<file path="src/rtl/core/ispv_pkg.sv">
`default_nettype none

package ispv_pkg;

    // Default depth of the pixel queue between front and back
    localparam int QUEUE_DEPTH_DEF = 2;

    // Variant codes, in output order
    localparam logic [1:0] VAR_NORMAL = 2'd0;
    localparam logic [1:0] VAR_CLICK  = 2'd1;
    localparam logic [1:0] VAR_DIS    = 2'd2;
    localparam logic [1:0] VAR_DCLICK = 2'd3;

    // Configuration register values
    localparam logic MODE_OPAQUE = 1'b0;
    localparam logic MODE_ALPHA  = 1'b1;

    // Grey pull offsets: 3 * 216 and 3 * 188
    localparam logic [9:0] GREY_DIS_OFS    = 10'd648;
    localparam logic [9:0] GREY_DCLICK_OFS = 10'd564;

    // floor(x/5) for x < 16384 as (x * 3277) >> 14
    localparam logic [11:0] DIV5_RECIP = 12'd3277;
    localparam int          DIV5_SHIFT = 14;

    localparam logic [7:0] ALPHA_OPAQUE = 8'hFF;

    // One queued pixel with the mode it was accepted under
    typedef struct packed {
        logic       alpha_mode;
        logic [7:0] chan_0;
        logic [7:0] chan_1;
        logic [7:0] chan_2;
        logic [7:0] alpha_in;
    } t_entry;

    // Divide an 11-bit value by five
    function automatic logic [7:0] div5(input logic [10:0] x);
        logic [22:0] prod;
        prod = {12'd0, x} * {11'd0, DIV5_RECIP};
        return prod[DIV5_SHIFT +: 8];
    endfunction

    // One colour byte of one variant
    function automatic logic [7:0] chan_variant(input logic mode, input logic [1:0] v,
                                                input logic [7:0] c);
        logic [10:0] x;
        logic [7:0]  res;
        x   = {1'b0, c, 2'b00};
        res = div5(x);
        if (mode == MODE_OPAQUE) begin
            case (v)
                VAR_NORMAL: res = c;
                VAR_CLICK:  res = div5({1'b0, c, 2'b00});
                VAR_DIS:    res = div5({2'b00, c, 1'b0} + {1'b0, GREY_DIS_OFS});
                VAR_DCLICK: res = div5({2'b00, c, 1'b0} + {1'b0, GREY_DCLICK_OFS});
                default:    res = c;
            endcase
        end else if (v != VAR_CLICK && v != VAR_DCLICK) begin
            res = c;
        end
        return res;
    endfunction

    // Alpha byte of one variant
    function automatic logic [7:0] alpha_variant(input logic mode, input logic [1:0] v,
                                                 input logic [7:0] a);
        logic [7:0] res;
        res = a;
        if (mode == MODE_OPAQUE) begin
            res = ALPHA_OPAQUE;
        end else if (v == VAR_DIS || v == VAR_DCLICK) begin
            res = {1'b0, a[7:1]};
        end
        return res;
    endfunction

endpackage

`default_nettype wire

</file>
<file path="src/rtl/core/ispv_front.sv">
`default_nettype none

module ispv_front
    import ispv_pkg::*;
(
    input  wire logic       i_clk,
    input  wire logic       i_rst_n,
    // configuration
    input  wire logic       i_cfg_valid,
    input  wire logic       i_cfg_data,
    output logic            o_cfg_ready,
    // pixel input
    input  wire logic       i_valid,
    input  wire logic [7:0] i_chan_0,
    input  wire logic [7:0] i_chan_1,
    input  wire logic [7:0] i_chan_2,
    input  wire logic [7:0] i_alpha_in,
    output logic            o_stall,
    // to queue
    input  wire logic       i_q_full,
    output logic            o_push,
    output t_entry          o_entry
);

    logic r_alpha_mode;
    logic n_alpha_mode;

    // mode register, always writable
    assign o_cfg_ready  = 1'b1;
    assign n_alpha_mode = (i_cfg_valid && o_cfg_ready) ? i_cfg_data : r_alpha_mode;

    always_ff @(posedge i_clk) begin
        if (!i_rst_n) begin
            r_alpha_mode <= MODE_OPAQUE;
        end else begin
            r_alpha_mode <= n_alpha_mode;
        end
    end

    // accept while the queue has room; tag pixel with its mode
    assign o_stall = i_q_full;
    assign o_push  = i_valid && !i_q_full;

    always_comb begin
        o_entry.alpha_mode = r_alpha_mode;
        o_entry.chan_0     = i_chan_0;
        o_entry.chan_1     = i_chan_1;
        o_entry.chan_2     = i_chan_2;
        // alpha byte is irrelevant in opaque mode
        o_entry.alpha_in   = (r_alpha_mode == MODE_ALPHA) ? i_alpha_in : 8'd0;
    end

endmodule

`default_nettype wire

</file>
<file path="src/rtl/core/ispv_queue.sv">
`default_nettype none

module ispv_queue
    import ispv_pkg::*;
#(
    parameter int DEPTH = QUEUE_DEPTH_DEF
) (
    input  wire logic   i_clk,
    input  wire logic   i_rst_n,
    input  wire logic   i_push,
    input  wire t_entry i_entry,
    input  wire logic   i_pop,
    output logic        o_full,
    output logic        o_avail,
    output t_entry      o_head
);

    localparam int AW = $clog2(DEPTH);
    localparam int CW = $clog2(DEPTH + 1);
    localparam logic [CW-1:0] FULL_CNT = CW'(DEPTH);
    localparam logic [AW-1:0] LAST_PTR = AW'(DEPTH - 1);

    t_entry        r_mem [DEPTH];
    logic [AW-1:0] r_wr_ptr;
    logic [AW-1:0] r_rd_ptr;
    logic [CW-1:0] r_count;
    logic [AW-1:0] n_wr_ptr;
    logic [AW-1:0] n_rd_ptr;
    logic [CW-1:0] n_count;

    assign o_full  = (r_count == FULL_CNT);
    assign o_avail = (r_count != '0);
    assign o_head  = r_mem[r_rd_ptr];

    // pointer and fill count update
    always_comb begin
        n_wr_ptr = r_wr_ptr;
        n_rd_ptr = r_rd_ptr;
        n_count  = r_count;
        if (i_push) begin
            n_wr_ptr = (r_wr_ptr == LAST_PTR) ? '0 : r_wr_ptr + 1'b1;
        end
        if (i_pop) begin
            n_rd_ptr = (r_rd_ptr == LAST_PTR) ? '0 : r_rd_ptr + 1'b1;
        end
        if (i_push && !i_pop) begin
            n_count = r_count + 1'b1;
        end else if (!i_push && i_pop) begin
            n_count = r_count - 1'b1;
        end
    end

    always_ff @(posedge i_clk) begin
        if (!i_rst_n) begin
            r_wr_ptr <= '0;
            r_rd_ptr <= '0;
            r_count  <= '0;
        end else begin
            r_wr_ptr <= n_wr_ptr;
            r_rd_ptr <= n_rd_ptr;
            r_count  <= n_count;
        end
    end

    // storage
    always_ff @(posedge i_clk) begin
        if (i_push) begin
            r_mem[r_wr_ptr] <= i_entry;
        end
    end

endmodule

`default_nettype wire

</file>
<file path="src/rtl/core/ispv_back.sv">
`default_nettype none

module ispv_back
    import ispv_pkg::*;
(
    input  wire logic   i_clk,
    input  wire logic   i_rst_n,
    // from queue
    input  wire logic   i_avail,
    input  wire t_entry i_head,
    output logic        o_pop,
    // result output
    output logic        o_valid,
    input  wire logic   i_stall,
    output logic [1:0]  o_variant,
    output logic [7:0]  o_out_0,
    output logic [7:0]  o_out_1,
    output logic [7:0]  o_out_2,
    output logic [7:0]  o_alpha_out,
    output logic        o_last
);

    logic       r_valid;
    logic [1:0] r_var_cnt;
    logic [1:0] r_variant;
    logic [7:0] r_out_0;
    logic [7:0] r_out_1;
    logic [7:0] r_out_2;
    logic [7:0] r_alpha_out;
    logic       r_last;
    logic       w_adv;
    logic       w_load;

    // output register moves when empty or taken
    assign w_adv  = !r_valid || !i_stall;
    assign w_load = w_adv && i_avail;
    assign o_pop  = w_load && (r_var_cnt == VAR_DCLICK);

    // control: valid flag and variant counter
    always_ff @(posedge i_clk) begin
        if (!i_rst_n) begin
            r_valid   <= 1'b0;
            r_var_cnt <= VAR_NORMAL;
        end else begin
            if (w_adv) begin
                r_valid <= i_avail;
            end
            if (w_load) begin
                r_var_cnt <= r_var_cnt + 1'b1;
            end
        end
    end

    // result payload for the current variant
    always_ff @(posedge i_clk) begin
        if (w_load) begin
            r_variant   <= r_var_cnt;
            r_out_0     <= chan_variant(i_head.alpha_mode, r_var_cnt, i_head.chan_0);
            r_out_1     <= chan_variant(i_head.alpha_mode, r_var_cnt, i_head.chan_1);
            r_out_2     <= chan_variant(i_head.alpha_mode, r_var_cnt, i_head.chan_2);
            r_alpha_out <= alpha_variant(i_head.alpha_mode, r_var_cnt, i_head.alpha_in);
            r_last      <= (r_var_cnt == VAR_DCLICK);
        end
    end

    assign o_valid     = r_valid;
    assign o_variant   = r_variant;
    assign o_out_0     = r_out_0;
    assign o_out_1     = r_out_1;
    assign o_out_2     = r_out_2;
    assign o_alpha_out = r_alpha_out;
    assign o_last      = r_last;

endmodule

`default_nettype wire

</file>
<file path="src/rtl/core/icon_state_pixel_variants.sv">
// Icon state pixel variants: each source pixel (three colour bytes and an
// alpha byte) yields four derived pixels in order normal, clicked, disabled,
// disabled-clicked; the fourth carries o_last.
// Channels: pixel input (i_valid / o_stall), result output (o_valid /
// i_stall), a transaction moves when valid is high and stall is low.
// The mode register is written through i_cfg_valid / o_cfg_ready /
// i_cfg_data (0 opaque, 1 alpha); write it only while the block is idle.
// The input transaction is written into the queue; the sequencer then loads
// the first result into the output register from the queue head.
// The pixel rate is set by the output channel, which carries one derived pixel
// per cycle while it is not stalled. A queue of QUEUE_DEPTH pixels sits
// between the input stage and the variant sequencer, so input keeps being
// accepted while results wait.
// Reset (synchronous, active low) empties the queue, drops any pending
// result and returns to opaque mode. A stalled output holds its payload;
// once the queue fills, o_stall rises.
`default_nettype none

module icon_state_pixel_variants
    import ispv_pkg::*;
#(
    parameter int QUEUE_DEPTH = QUEUE_DEPTH_DEF
) (
    input  wire logic       i_clk,
    input  wire logic       i_rst_n,
    input  wire logic       i_cfg_valid,
    input  wire logic       i_cfg_data,
    output logic            o_cfg_ready,
    input  wire logic       i_valid,
    input  wire logic [7:0] i_chan_0,
    input  wire logic [7:0] i_chan_1,
    input  wire logic [7:0] i_chan_2,
    input  wire logic [7:0] i_alpha_in,
    output logic            o_stall,
    output logic            o_valid,
    input  wire logic       i_stall,
    output logic [1:0]      o_variant,
    output logic [7:0]      o_out_0,
    output logic [7:0]      o_out_1,
    output logic [7:0]      o_out_2,
    output logic [7:0]      o_alpha_out,
    output logic            o_last
);

    logic   w_q_full;
    logic   w_q_avail;
    logic   w_push;
    logic   w_pop;
    t_entry w_entry;
    t_entry w_head;

    // input stage and mode register
    ispv_front u_front (
        .i_clk       (i_clk),
        .i_rst_n     (i_rst_n),
        .i_cfg_valid (i_cfg_valid),
        .i_cfg_data  (i_cfg_data),
        .o_cfg_ready (o_cfg_ready),
        .i_valid     (i_valid),
        .i_chan_0    (i_chan_0),
        .i_chan_1    (i_chan_1),
        .i_chan_2    (i_chan_2),
        .i_alpha_in  (i_alpha_in),
        .o_stall     (o_stall),
        .i_q_full    (w_q_full),
        .o_push      (w_push),
        .o_entry     (w_entry)
    );

    // pixel queue
    ispv_queue #(
        .DEPTH (QUEUE_DEPTH)
    ) u_queue (
        .i_clk   (i_clk),
        .i_rst_n (i_rst_n),
        .i_push  (w_push),
        .i_entry (w_entry),
        .i_pop   (w_pop),
        .o_full  (w_q_full),
        .o_avail (w_q_avail),
        .o_head  (w_head)
    );

    // variant sequencer and output register
    ispv_back u_back (
        .i_clk       (i_clk),
        .i_rst_n     (i_rst_n),
        .i_avail     (w_q_avail),
        .i_head      (w_head),
        .o_pop       (w_pop),
        .o_valid     (o_valid),
        .i_stall     (i_stall),
        .o_variant   (o_variant),
        .o_out_0     (o_out_0),
        .o_out_1     (o_out_1),
        .o_out_2     (o_out_2),
        .o_alpha_out (o_alpha_out),
        .o_last      (o_last)
    );

endmodule

`default_nettype wire

</file>
<file path="config.mk">
export PLATFORM = sky130hd
export DESIGN_NAME = icon_state_pixel_variants
export DESIGN_NICKNAME = d
export VERILOG_FILES = /design/src/rtl/core/ispv_pkg.sv /design/src/rtl/core/ispv_front.sv /design/src/rtl/core/ispv_queue.sv /design/src/rtl/core/ispv_back.sv /design/src/rtl/core/icon_state_pixel_variants.sv
export SDC_FILE = /design/constraint.sdc
export NUM_CORES = 1
export LEC_CHECK = 0
export BUFFER_PORTS_ARGS = -buffer_cell sky130_fd_sc_hd__buf_2
export CORE_MARGIN = 5
export CORE_UTILIZATION = 66
export CTS_CLUSTER_SIZE = 8
export DETAILED_ROUTE_END_ITERATION = 8
export PLACE_DENSITY = 0.86
export SYNTH_ARGS = -nofsm -noshare
export SYNTH_HDL_FRONTEND = slang
export SYNTH_HIERARCHICAL = 1
export SYNTH_SLANG_ARGS = --single-unit
export TNS_END_PERCENT = 20
</file>
<file path="constraint.sdc">
create_clock -name i_clk -period 7.25 [get_ports i_clk]
set_input_delay 0.725 -clock i_clk [delete_from_list [all_inputs] [get_ports i_clk]]
set_output_delay 0.725 -clock i_clk [all_outputs]
set_load 0.05 [all_outputs]
</file>
Word level (Yosys, flattened, before mapping)
Memory sizes are Yosys's and may differ from the RTL's. A register that Yosys moved wholly into a read port is not among the register bits. Cells that the tools add are included.

$add $sub $neg: 11. $mul: 9. Eq/ne operators: 6. Multiplexer cells: 19. Reduce and logical (&&, ||, !) cells: 16.

Operator list (count): $mul A11 B12 Y22 const B (6); $pmux W8 S4 (3); $add A9 B10 Y11 const B (6); $mux W8 (8); $mul A8 B12 Y20 const B (3); $eq A2 B2 Y1 const B (3); $logic_and A1 B1 Y1 (6); $mux W1 (6); $logic_not A1 Y1 (5); $add A2 B1 Y2 const B (2); $mux W2 (2); $reduce_bool A2 Y1 (2); $add A1 B1 Y1 const B (2); $eq A2 B1 Y1 const B (1); $logic_not A2 Y1 (1); $logic_or A1 B1 Y1 (2); $ne A2 B1 Y1 const B (1); $ne A2 B2 Y1 const B (1); $sub A2 B1 Y2 const B (1).

Register bits: 43. Memory bits (writable): 66. Input bits: 38. Output and inout bits: 38. Memories kept: 1.

Memories: u_queue.r_mem (words 2, bits a word 33, read ports 1, clocked after Yosys merged registers in 1, wr ports 1, line ispv_queue.sv:23) `t_entry r_mem [DEPTH];`.

Longest topological paths before layout
Gate-level depths: netlist of the first run.

Depth in word-level cells: 7. Gate-level depth with buffers: 30. Mapped depth without buffers: 28.

By module
Netlist of the first run, hierarchy kept.

Modules (own cells, without submodules): ispv_back (times used 1, cells each 1876, area an instance 17684.5 sq um); ispv_queue (times used 1, cells each 125, area an instance 2602.5 sq um); ispv_front (times used 1, cells each 40, area an instance 309.0 sq um).

Least setup slack after synthesis of the first run
No wires, ideal clock.

Path type: reg2reg. Start: register (tool-made name). End: register u_back.r_out_0[7] (netlist: u_back/o_out_0[7]) (data pin). Library setup time: 0.254 ns. Data arrival time: 6.287 ns. Required time: 6.996 ns. Slack: 0.710 ns. Stages on the path, launching flop included: 29. Buffers on the path: 2. Period minus slack after synthesis: 6.540 ns. Cell sequence: dfxtp_1 -> buf_2 -> buf_4 -> mux2_2 -> inv_1 -> ha_1 -> inv_1 -> o21ai_0 -> a21oi_1 -> nor2b_1 -> inv_1 -> ha_1 -> xor2_1 -> ha_1 -> a21oi_1 -> fa_1 -> fa_1 -> inv_1 -> fa_1 -> ha_1 -> and4_1 -> and2_1 -> a311oi_2 -> o21ai_1 -> a221oi_2 -> xnor2_1 -> a211oi_1 -> o21ai_1 -> a21o_1.

RTL lines: end signal, assigned (line ispv_back.sv:58) `r_out_0 <= chan_variant(i_head.alpha_mode, r_var_cnt, i_head.chan_0);`; end, declared (line ispv_back.sv:26) `logic [7:0] r_out_0;`.

==> reports/qor.yml, run 1 <==
outcome: "finished, final reports clean"
yosys.area.top_type: "ha_1"
finalCritPeriodShare: 0.964
grt_pass1_vias: 16051
min_from: "u_back/r_var_cnt[0]"
num_rows: 64
netlist_instances: 2041
cp_top_family: "adder cells"
grt_pass1_wl_mm: 78.3
final_cells: 2509
cpPeakStageDelay_ps: 580
die_w_um: 187
synth_cell_types: 84
yosysWarnings: 6
cp_max_fo: 8
worstSetupPathType: "flip-flop to flip-flop"
avgRoutedWirePerCell_um: 18.7
syn-num-nets: 2810
cap_viol_max_count: 0
dr_total_vias: 14886
seq_area_frac_synth: 0.156
clk_latency_ps: 350
ys_ff_latch: 110
numPortBuffers: 74
syn_to_final_growth_pct: 5.75
synth_top_area_frac: 0.324
globalplace.congestion: 0.970
avgSynthCellArea_um2: 10.1
dieArea_um2: 34800
stdcell_area_um2: 21800
setup_viol: 0
hold_buffers: 0
grt_usage: 0.271
crit_path_top_delay_cell: "fa_1"
regArea_um2: 3210
antenna_left: 0
grt_start_max_net_pins: 39
cts_tree: "built"
cts_sinks: 110
die_y_um: 187
synth.top_cells.by_area: "ha_1 (32%), fa_1 (19%), edfxtp_1 (15%)"
first_iter_violations: 1013
hold-worst-slack_ps: 512
design.portCount: 76
synthFlopType: "edfxtp_1"
end_kind: "flip-flop"
hpwl_mm: 39.7
nets: 2872
dpl_cell_area_um2: 21400
drive_gt1_frac: 0.0977
drv_slew: 0
cp.arrival_ps: 7100
fmax_mhz: 143
fin_crit_ps: 6990
slew_headroom: 0.324
drt_pre_antenna_iters: 6
multi_input_comb_area_um2: 15500
syn-cell-area_um2: 20600
clock_skew_ps: 7.94
critPathLaunchType: "flip-flop"
core_area_um2: 30700
cts_buffers: 9
via_per_inst: 5.93
path_buf_inv: 5
antenna_found_initial: 5
path_clk_slew_ps: 80
start_util: 0.672
final_hold_viol_count: 0
h-tree-depth: 3
synthArstFlopShare: 0
cts_root_buf: "clkbuf_16"
nFillCells: 2106
path_common_cell: "fa_1"
setup_tns_ps: 0
grt_overflow: 0
synth-edff-count: 101
route.detailed.drc: 0
wl_mm: 47.0
hp-class: "flip-flop to flip-flop"
dp_cells: 2485
crit_required_ps: 7360
ctsLongestPathBuffers: 2
tightest_slew_ps: 1010
## worst paths after layout
check / to / slack, ps / cells past startpoint
setup / recovery: u_back/o_out_0[6] / 260 / 25
hold / removal: u_back/o_variant[0] / 510 / 0
setup reg to reg: u_back/o_out_0[6] / 260 / 25
hold reg to reg: u_back/o_variant[0] / 510 / 0
## state kept, by name, summed over array words and instances (netlist names), named ones only
signal / count
u_back/o_alpha_out: 8
u_back/o_last: 1
u_back/o_out_0: 8
u_back/o_out_1: 8
u_back/o_out_2: 8
u_back/o_valid: 1
u_back/o_variant: 2
u_back/r_var_cnt: 2
u_front/r_alpha_mode: 1
u_queue/r_count: 2
u_queue/r_mem: 66
u_queue/r_rd_ptr: 1
u_queue/r_wr_ptr: 1
## repair_timing
action,CTS,global route
cloned,0,0
pin swaps,0,4
endpoints found under the setup margin,3,20
gates resized for setup,2,25
buffers inserted,0,3
## final cells by class
cell class,instances,area share
inverter,448,0.0772
clock inverter,6,0.00247
clock buffer,10,0.0105
sequential,110,0.148
antenna,5,0.000574
multi-input combinational,1432,0.712
tap,396,0.0227
timing repair buffer,102,0.0267
## cells in the mapped netlist (4+ instances only)
master and n:
clkbuf_1 15, o21bai_1 7, nand3_1 24, and2_2 8, nor3_1 11, a211oi_1 7
xor2_1 49, edfxtp_1 101, a221o_1 4, dfxtp_1 9, o21ai_1 13, nand4b_1 7
o21ai_0 40, mux2i_1 5, nand4_1 5, o211ai_1 6, nand2b_1 8, xnor2_1 74
a21boi_1 4, a21oi_1 74, and2_1 10, nor2b_1 18, o21a_1 11, and3_1 7
ha_1 533, or2_2 13, nor2_1 41, buf_4 30, fa_1 198, o22ai_1 12
inv_1 445, a21o_1 24, nand2_1 82, a41o_1 4, a221oi_1 9, o221ai_1 7
a31oi_1 11, mux2_2 34, a32oi_1 4, or3_1 6
## layout by cell type (no fill, tap or decap), types with 24 or more instances in the layout
cell / instances
ha_1: 532
inv_1: 443
fa_1: 198
edfxtp_1: 101
nand2_1: 82
buf_2: 74
a21oi_1: 73
xnor2_1: 70
xor2_1: 49
nor2_1: 40
o21ai_0: 36
mux2_2: 34
buf_4: 28
a21o_1: 24
nand3_1: 24
## through the flow
stage,setup slack (ps),util
detailed placement,-137,0.696
CTS,31.9,0.706
finish,263,0.710
floorplan,710,-
global route,-30.1,0.710
global placement,143,0.696
## routing by layer
layer,part of all wire,wire (µm),up-vias,GRT usage
li1,-,-,6985,-
met5,0.00045,21,-,0
met1,0.41,19200,7225,0.351
met2,0.49,22900,562,0.468
met3,0.071,3340,110,0.0428
met4,0.033,1540,4,0.0880
## cells by family (layout without fill, tap and decap cells)
family,Yosys count,in the layout,share of synthesized area
muxes,39,39,0.0210
AOI/OAI and AO/OA,287,287,0.0963
xor gates and xnor gates,123,123,0.0523
buffers and inverters,499,566,0.0966
DFF,110,110,0.156
adders and majority gates,731,731,0.516
and+or+nand+nor,251,251,0.0614
other,1,6,0.000182
Power of run 1 is not shown: default switching activity piles up to over one toggle a cycle in this logic, so the estimate is an artifact.
==> inputs of run 2 (changes only) <==
--- a/config.mk
+++ b/config.mk
@@ -6,11 +6,14 @@
 export NUM_CORES = 1
 export LEC_CHECK = 0
 export BUFFER_PORTS_ARGS = -buffer_cell sky130_fd_sc_hd__buf_2
+export CELL_PAD_IN_SITES_DETAIL_PLACEMENT = 1
+export CELL_PAD_IN_SITES_GLOBAL_PLACEMENT = 2
 export CORE_MARGIN = 5
-export CORE_UTILIZATION = 66
+export CORE_UTILIZATION = 43
 export CTS_CLUSTER_SIZE = 8
 export DETAILED_ROUTE_END_ITERATION = 8
-export PLACE_DENSITY = 0.86
+export PLACE_DENSITY = 0.85
+export REMOVE_ABC_BUFFERS = 1
 export SYNTH_ARGS = -nofsm -noshare
 export SYNTH_HDL_FRONTEND = slang
 export SYNTH_HIERARCHICAL = 1
==> reports/qor.yml, run 2 (synthesis results as in run 1) <==
outcome: "finished, final reports clean"
r2r_cells: 27
final_cell_mix: "ha_1 (533), inv_1 (445), fa_1 (198)"
grt_overflow: 0
dieArea_um2: 52400
clock_skew_ps: 8.44
min_from: "u_queue/r_count[1]"
critPathLaunchType: "flip-flop"
dr_total_vias: 14628
core_area_um2: 47500
drt_pre_antenna_iters: 4
diodes: 0
final_hold_viol_count: 0
hold_buffers: 0
hpwl_mm: 47.0
regArea_um2: 3210
drv_slew: 0
start_util: 0.433
num_rows: 80
cp_max_fo: 15
end_kind: "flip-flop"
hp-class: "flip-flop to flip-flop"
grt_usage: 0.211
antenna_found_initial: 0
fin_crit_ps: 6910
via_per_inst: 5.35
wl_mm: 54.8
nFillCells: 5341
first_iter_violations: 609
reg2reg_slack_ps: 340
globalplace.congestion: 0.892
nets: 2883
die_y_um: 229
tightest_slew_ps: 1260
cp.arrival_ps: 7050
dpl_cell_area_um2: 21700
multi_input_comb_area_um2: 15500
clk_latency_ps: 370
die_w_um: 229
grt_start_max_net_pins: 40
path_clk_slew_ps: 80
grt_pass1_vias: 16755
r2r_end: "u_back/o_out_0[7]"
ctsLongestPathBuffers: 2
cts_root_buf: "clkbuf_16"
slew_headroom: 0.161
numPortBuffers: 74
final_util: 0.465
crit_required_ps: 7390
design.portCount: 76
cts_buffers: 9
avgRoutedWirePerCell_um: 20.0
final_common_cell: "ha_1"
syn_to_final_growth_pct: 7.37
cts_sinks: 110
grt_pass1_wl_mm: 88.6
drive_gt1_frac: 0.0986
cap_viol_max_count: 0
largest_reg_flops: 66
min_path_cells: 2
stdcell_area_um2: 22100
dp_slack_ps: 97.6
cts_tree: "built"
layout_setup_ws_ps: 338
min_to: "u_queue/r_count[1]"
worstSetupPathType: "flip-flop to flip-flop"
setup_viol: 0
finalCritPeriodShare: 0.953
fmax_mhz: 145
route.detailed.drc: 0
hold-worst-slack_ps: 517
antenna_left: 0
regMostFlops: "u_queue/r_mem"
h-tree-depth: 3
run 2: final cells by class:
type | count | area share
timing repair buffer | 113 | 0.0306
multi-input combinational | 1432 | 0.699
clock buffer | 9 | 0.0102
clock inverter | 7 | 0.00385
sequential | 110 | 0.145
inverter | 448 | 0.0760
tap | 615 | 0.0348
run 2: how the worst max path moves through the flow:
stage	start	end	slack [ps]	depth (start not counted)
floorplan	flip-flop	u_back/o_out_0[7]	240	26
global placement	flip-flop	u_back/o_out_2[5]	150	24
detailed placement	flip-flop	u_back/o_out_2[5]	100	24
CTS	flip-flop	u_back/o_out_2[5]	40	24
global route	flip-flop	u_back/o_out_0[7]	-20	27
finish	flip-flop	u_back/o_out_0[7]	340	27
run 2: routing by layer:
| layer | up-vias | wire length [µm] | GRT usage |
|---|---|---|---|
| li1 | 6988 | - | - |
| met1 | 7374 | 24500 | 0.270 |
| met2 | 211 | 27900 | 0.388 |
| met3 | 55 | 1250 | 0.0155 |
| met4 | 0 | 1220 | 0.0506 |
| met5 | - | 0 | 0 |
run 2: critical path: stages, from the launching register on:
cell	delay (ps)
dfxtp_2	370
buf_12	170
mux2_2	370
inv_1	80
ha_1	180
inv_1	110
o21ai_1	270
a21oi_1	160
nor2b_1	170
inv_1	110
ha_1	380
xor2_1	170
ha_1	190
a21oi_1	140
fa_1	460
fa_1	550
inv_1	70
fa_1	490
ha_1	320
and4_1	230
and2_1	190
a311oi_4	390
o21ai_1	210
a221oi_2	290
xnor2_1	110
a211oi_1	240
o21ai_1	100
a21o_1	160
run 2: through the flow:
stage / cells / TNS (ps)
2_1_floorplan: 1990 / 0
5_1_grt: 2734 / -18.9
4_1_cts: 2733 / 0
6_report: 2734 / 0
3_5_place_dp: 2717 / 0
3_3_place_gp: 2717 / 0
run 2: timing repair:
item                       CTS  global route
resized for setup            0            14
buffers inserted             0             1
setup endpoints to repair    0            13
Power of run 2 is left out for the same reason.
==> inputs of run 3 (changes only) <==
--- a/config.mk
+++ b/config.mk
@@ -12,7 +12,7 @@
 export CORE_UTILIZATION = 43
 export CTS_CLUSTER_SIZE = 8
 export DETAILED_ROUTE_END_ITERATION = 8
-export PLACE_DENSITY = 0.85
+export PLACE_DENSITY_LB_ADDON = 0.12
 export REMOVE_ABC_BUFFERS = 1
 export SYNTH_ARGS = -nofsm -noshare
 export SYNTH_HDL_FRONTEND = slang
==> reports/qor.yml, run 3 (synthesis results as in run 1) <==
cap_viol_max_count: 0
slew_headroom: 0.198
start_util: 0.433
min_to: "u_back/o_variant[0]"
crit_required_ps: 7360
min_path_cells: 0
dr_total_vias: 14467
clk_latency_ps: 370
diodes: 0
largest_reg_flops: 66
drv_slew: 0
setup_viol: 0
numPortBuffers: 74
via_per_inst: 5.29
ctsLongestPathBuffers: 2
finalCritPeriodShare: 0.956
outcome: "finished, final reports clean"
path_clk_slew_ps: 90
grt_start_max_net_pins: 40
cts_sinks: 110
cp.arrival_ps: 7040
cts_root_buf: "clkbuf_16"
critPathLaunchType: "flip-flop"
hp-class: "flip-flop to flip-flop"
design.portCount: 76
globalplace.congestion: 0.864
final_hold_viol_count: 0
fin_crit_ps: 6930
final_cell_mix: "ha_1 (533), inv_1 (444), fa_1 (198)"
grt_pass1_wl_mm: 89.0
die_w_um: 229
cts_buffers: 9
hpwl_mm: 47.3
drt_pre_antenna_iters: 5
syn_to_final_growth_pct: 7.64
regMostFlops: "u_queue/r_mem"
antenna_left: 0
h-tree-depth: 3
grt_setup_unrepaired: "yes"
tightest_slew_ps: 1200
cts_tree: "built"
avgRoutedWirePerCell_um: 20.2
num_rows: 80
grt_overflow: 0
reg2reg_slack_ps: 320
hold_buffers: 0
layout_setup_ws_ps: 323
grt_usage: 0.212
drive_gt1_frac: 0.103
clock_skew_ps: 15.2
final_common_cell: "ha_1"
first_iter_violations: 512
die_y_um: 229
r2r_cells: 24
nets: 2886
fmax_mhz: 144
antenna_found_initial: 1
grt_pass1_vias: 16254
core_area_um2: 47500
cp_max_fo: 8
r2r_end: "u_back/o_out_2[5]"
wl_mm: 55.3
min_from: "u_back/r_var_cnt[0]"
dieArea_um2: 52400
worstSetupPathType: "flip-flop to flip-flop"
route.detailed.drc: 0
end_kind: "flip-flop"
dp_slack_ps: 53.9
-- run 3: what timing repair did --
item,in CTS,in global routing
gates resized for setup,0,22
endpoints found under the setup margin,0,20
buffers inserted,0,3
-- run 3: worst max-delay path by stage --
stage	start	endpoint	slack, ps
after CTS	flip-flop	u_back/o_out_2[5]	30
after global routing	flip-flop	u_back/o_out_2[5]	-60
final	flip-flop	u_back/o_out_2[5]	320
after detailed placement	flip-flop	u_back/o_out_0[7]	50
after floorplan	flip-flop	u_back/o_out_0[7]	240
after global placement	flip-flop	u_back/o_out_0[7]	240
-- run 3: final cells by class --
type | instances | area (µm²)
timing repair buffer | 116 | 686
multi-input combinational | 1432 | 15500
clock buffer | 9 | 225
clock inverter | 7 | 91.3
fill | 5352 | 25400
tap | 615 | 769
inverter | 448 | 1690
sequential | 110 | 3210
-- run 3: metal layers --
| layer | track usage | part of all wire |
|---|---|---|
| met5 | 0 | 0 |
| met4 | 0.0453 | 0.022 |
| met3 | 0.0138 | 0.018 |
| met2 | 0.380 | 0.50 |
| met1 | 0.285 | 0.46 |
-- run 3: worst max-delay path, cell delays in order (launching register included) --
cell	delay [ps]
dfxtp_2	430
buf_4	210
mux2_2	470
inv_1	150
ha_1	190
a31oi_1	120
xnor2_2	290
ha_1	240
inv_1	70
fa_1	500
inv_1	70
fa_1	500
inv_1	60
fa_1	440
fa_1	520
inv_1	40
ha_1	300
a2111oi_0	400
o21ai_1	250
a31oi_2	220
o21bai_1	130
a211oi_1	310
xnor2_1	170
a2111oi_1	470
a21oi_1	120
-- run 3: through the flow --
step	hold slack (ps)	area (µm²)	TNS, ps	util	instances
after CTS	512	22100	0	0.464	2734
after global routing	516	22200	-62.2	0.466	2737
after global placement	480	21700	0	0.457	2718
after floorplan	460	20300	0	-	1990
after detailed placement	490	21700	0	0.457	2718
final	506	22200	0	0.466	2737
Power of run 3 is left out for the same reason.
